File: src/rtl/fma_pkg.sv
package fma_pkg;

    localparam int MAX_BINS_DEF = 1024;
    localparam int MAG_W = 40;
    localparam int DIV_W = 16;
    localparam int DATA_W = 32;
    localparam int SQ_W = 64;
    localparam int ROOT_STEPS = 40;
    localparam int DIVQ_W = 56;

    localparam logic [1:0] REG_LOG2_LENGTH = 2'd0;
    localparam logic [1:0] REG_SUPPRESS_DC = 2'd1;
    localparam logic [1:0] REG_NUM_AVERAGE = 2'd2;

    localparam logic [MAG_W-1:0] MAG_MAX = {MAG_W{1'b1}};

    typedef struct packed {
        logic load;
        logic sq_step;
        logic root_step;
        logic mul_step;
        logic div_step;
        logic store_rd;
        logic store_wr;
        logic out_load;
    } t_cmd;

    typedef struct packed {
        logic root_done;
        logic div_done;
        logic clear_busy;
    } t_status;

endpackage

File: src/rtl/fma_ctrl.sv
module fma_ctrl (
    input  logic             i_clk,
    input  logic             i_rst_n,
    input  logic             i_in_valid,
    output logic             o_in_ready,
    input  logic             i_out_free,
    input  fma_pkg::t_status i_status,
    output fma_pkg::t_cmd    o_cmd
);
    import fma_pkg::*;

    typedef enum logic [6:0] {
        S_IDLE = 7'b0000001,
        S_SQ   = 7'b0000010,
        S_ROOT = 7'b0000100,
        S_RD   = 7'b0001000,
        S_MUL  = 7'b0010000,
        S_DIV  = 7'b0100000,
        S_OUT  = 7'b1000000
    } t_state;

    t_state r_state, n_state;

    always_ff @(posedge i_clk) begin
        if (!i_rst_n) r_state <= S_IDLE;
        else r_state <= n_state;
    end

    always_comb begin
        n_state = r_state;
        o_cmd = '0;
        o_in_ready = 1'b0;
        case (r_state)
            S_IDLE: begin
                o_in_ready = !i_status.clear_busy;
                if (i_in_valid && !i_status.clear_busy) begin
                    o_cmd.load = 1'b1;
                    n_state = S_SQ;
                end
            end
            S_SQ: begin
                o_cmd.sq_step = 1'b1;
                n_state = S_ROOT;
            end
            S_ROOT: begin
                o_cmd.root_step = 1'b1;
                if (i_status.root_done) n_state = S_RD;
            end
            S_RD: begin
                o_cmd.store_rd = 1'b1;
                n_state = S_MUL;
            end
            S_MUL: begin
                o_cmd.mul_step = 1'b1;
                n_state = S_DIV;
            end
            S_DIV: begin
                o_cmd.div_step = 1'b1;
                if (i_status.div_done) n_state = S_OUT;
            end
            S_OUT: begin
                if (i_out_free) begin
                    o_cmd.store_wr = 1'b1;
                    o_cmd.out_load = 1'b1;
                    n_state = S_IDLE;
                end
            end
            default: n_state = S_IDLE;
        endcase
    end
endmodule

File: config.mk
export PLATFORM = sky130hd
export DESIGN_NAME = fma_ctrl
export DESIGN_NICKNAME = d
export VERILOG_FILES = /design/src/rtl/fma_pkg.sv /design/src/rtl/fma_ctrl.sv
export SDC_FILE = /design/constraint.sdc
export NUM_CORES = 1
export LEC_CHECK = 0
export ABC_AREA = 1
export BUFFER_PORTS_ARGS = -buffer_cell sky130_fd_sc_hd__buf_2
export CAP_MARGIN = 20
export CORE_AREA = 8 8 45 47
export DETAILED_ROUTE_END_ITERATION = 10
export DIE_AREA = 0 0 53 55
export GPL_TIMING_DRIVEN = 0
export SLEW_MARGIN = 20
export SYNTH_ARGS = -nofsm -noshare
export SYNTH_HDL_FRONTEND = slang
export SYNTH_SLANG_ARGS = --single-unit
File: constraint.sdc
create_clock -name i_clk -period 1.9 [get_ports i_clk]
set_input_delay 0.38 -clock i_clk [delete_from_list [all_inputs] [get_ports i_clk]]
set_output_delay 0.38 -clock i_clk [all_outputs]
set_load 0.005 [all_outputs]
==> results.py <==
metrics = {
    "run_status": {
        "outcome": "complete, no violations",
    },
    "logic_synthesis": {
        "ys_seq_area_share_pct": 30.2,
        "avgSynthCellArea_um2": 5.95,
        "syn-cell-area_um2": 464,
        "synth.largest_area_cell": "dfxtp_1",
        "syn_inst": 78,
        "synth.area.top_cells": "dfxtp_1 30%, nand2_1 15%, nor2_1 11%",
        "ys_ff_latch": 7,
        "synthDistinctLibCells": 17,
        "syn-num-nets": 85,
        "yosysWarnings": 0,
        "synth_top_area_share_pct": 30.2,
    },
    "floorplanning": {
        "die_area_mm2": 0.00292,
        "coreArea_mm2": 0.00138,
        "std_cell_rows": 14,
        "die_h_um": 55,
        "io_pins": 16,
        "chipWidth_um": 53,
        "start_util_pct": 33.5,
    },
    "clocking": {
        "cts_setup_buffers": 0,
        "cts_tree": "yes",
        "cts_hold_repair.buffers": 0,
        "clock_latency_ns": 0.26,
        "cts-htree-levels": 1,
        "cts-root-buf": "clkbuf_4",
        "clockBufferDepth": 2,
        "cts-buffers-inserted": 3,
        "clock_sinks": 7,
        "clkSlewWorstSetupHoldPaths_ns": 0.05,
        "ctsResizeCount": 0,
    },
    "global_route": {
        "grt_pass1_wl_um": 1850,
        "antenna_found_initial": 0,
        "track_usage_pct": 8.80,
        "grt_pass1_vias": 443,
        "overflow": 0,
        "grt_max_degree": 6,
    },
    "sta": {
        "grt_setup_unrepaired": "false",
        "min_period_over_period_pct": 89.4,
        "final-max-slew-violation-count": 0,
        "hold_viol": 0,
        "min_period_ns": 1.70,
        "finalSetupViolCount": 0,
        "tns_ns": 0,
        "fmax_mhz": 589,
        "skew_ns": 0.00121,
        "tightest_slew_ns": 0.324,
        "maxSlewHeadroom_pct": 78.2,
    },
    "pwr": {
        "power.share.clock_pct": 29.5,
        "internal-power_uw": 300,
        "p_comb_share_pct": 34.4,
        "swShare_pct": 36.7,
        "p_sw_uw": 174,
        "cellLeakagePower_nw": 0.354,
        "ir_worst_vdd_mv": 0.326,
        "seqPwrFrac_pct": 36.0,
        "power-per-cell-area_mw_per_mm2": 811,
    },
    "placement": {
        "routabilityCongestion": 0.742,
        "place_area_um2": 559,
        "io_buffers": 15,
        "dp_hpwl_um": 895,
    },
    "critical_path": {
        "rrSetupSlack_ns": 0.67,
        "critPathKind": "reg -> out",
        "timing.rr.start": "r_state[6]",
        "crit_arrival_ns": 1.32,
        "ff2ff_path_depth": 8,
        "worstSetupEndpoint": "o_cmd[1]",
        "required_ns": 1.52,
        "crit_path_start_kind": "flip-flop",
        "end_kind": "output port",
        "critical_path.startpoint": "r_state[5]",
        "reg2reg_to": "r_state[6]",
        "crit_fanout": 3,
    },
    "routing": {
        "wirelength_um": 1070,
        "dr.first_iter.drc_count": 7,
        "ant_nets": 0,
        "viasPerCell": 4.42,
        "drtPass1Iterations": 4,
        "avgRoutedWirePerCell_um": 9.50,
        "drc": 0,
        "vias": 500,
    },
    "final_layout": {
        "multi_input_area_um2": 248,
        "regMostFlops": "r_state",
        "largest_reg_flops": 7,
        "nFillCells": 173,
        "nets": 105,
        "final_cell_area_um2": 586,
        "regArea_um2": 140,
        "area_delta_synth_final_pct": 26.1,
        "drive_above_1_share_pct": 32.0,
        "largestRegisters": "r_state: 7 flops",
        "diodes": 0,
    },
    "worst_hold_path": {
        "hp-class": "in -> reg",
    },
    "job": {
        "maxCapViolCount": 0,
    },
}
[cell type report]
class / count / area share [%]
buffer: 2 / 2.56
clock buffer: 4 / 4.49
inverter: 16 / 10.5
multi-input combinational: 53 / 42.3
sequential: 7 / 23.9
tap: 16 / 3.42
timing repair buffer: 15 / 12.8
[through the flow]
stage | hold slack [ns] | instances | utilization, % | setup WS (ns) | total power [mW]
after global placement | 0.515 | 109 | 40.4 | 0.434 | 0.338
after global routing | 0.406 | 113 | 42.3 | 0.0198 | 0.520
final | 0.380 | 113 | 42.3 | 0.202 | 0.475
after floorplan | 0.477 | 78 | - | 0.549 | 0.299
after CTS | 0.383 | 113 | 42.3 | 0.190 | 0.480
after detailed placement | 0.514 | 109 | 40.4 | 0.428 | 0.338
[routing by layer]
layer / track usage [%] / part of all wire (%) / up-vias
li1: - / - / 273
met1: 9.89 / 47 / 203
met2: 12.9 / 42 / 19
met3: 1.60 / 5.9 / 5
met4: 10.3 / 4.8 / 0
met5: 0 / 0 / -
[kinds of logic after synthesis]
| family | count (synthesis) | share of synthesized area, % |
|---|---|---|
| buffers and inverters | 18 | 16.4 |
| AOI/OAI and AO/OA | 2 | 2.16 |
| DFF | 7 | 30.2 |
| and+or+nand+nor | 51 | 51.2 |
[placed cells by master, fill, tap and decap left out]
| cell | n |
|---|---|
| nand2_2 | 2 |
| nand4_1 | 1 |
| dfxtp_1 | 7 |
| inv_1 | 13 |
| nor2_2 | 4 |
| buf_2 | 15 |
| nand3b_1 | 1 |
| nor3_2 | 1 |
| buf_4 | 2 |
| nor4_1 | 1 |
| clkbuf_1 | 1 |
| nand3_2 | 1 |
| nor3_1 | 2 |
| clkinv_2 | 1 |
| inv_2 | 2 |
| a21oi_1 | 2 |
| nor2_1 | 14 |
| clkbuf_4 | 3 |
| nand2_1 | 18 |
| nand3_1 | 6 |
[worst min path at each step]
stage                     from         end  slack (ns)  depth (start not counted)
floorplan           r_state[3]  r_state[4]        0.48                          2
global placement    r_state[3]  r_state[4]        0.52                          2
detailed placement  r_state[3]  r_state[4]        0.51                          2
CTS                    i_rst_n  r_state[3]        0.38                          3
global route           i_rst_n  r_state[3]        0.41                          3
finish                 i_rst_n  r_state[3]        0.38                          3
[power groups by stage]
stage          combinational (mW)  sequential, mW  clock [mW]
2_1_floorplan               0.128           0.172           0
3_3_place_gp                0.164           0.174           0
3_5_place_dp                0.164           0.174           0
4_1_cts                     0.165           0.171       0.144
5_1_grt                     0.191           0.174       0.155
6_report                    0.164           0.171       0.140
[Yosys cell counts]
cell type,n
inv_2,2
nand3b_1,1
nand4_1,1
nor2_1,14
buf_4,2
nor3_2,1
nand3_2,1
nand2_2,2
inv_1,13
dfxtp_1,7
nor2_2,4
nor4_1,1
a21oi_1,2
clkinv_2,1
nor3_1,2
nand2_1,18
nand3_1,6
[worst max-delay path, cell delays in order, from the launching register on]
cell and delay, ns:
dfxtp_1 0.33, inv_1 0.09, nand2_1 0.07, nor4_1 0.31, buf_4 0.16, buf_2 0.10
No activity file was read; power rests on OpenSTA's default activity.
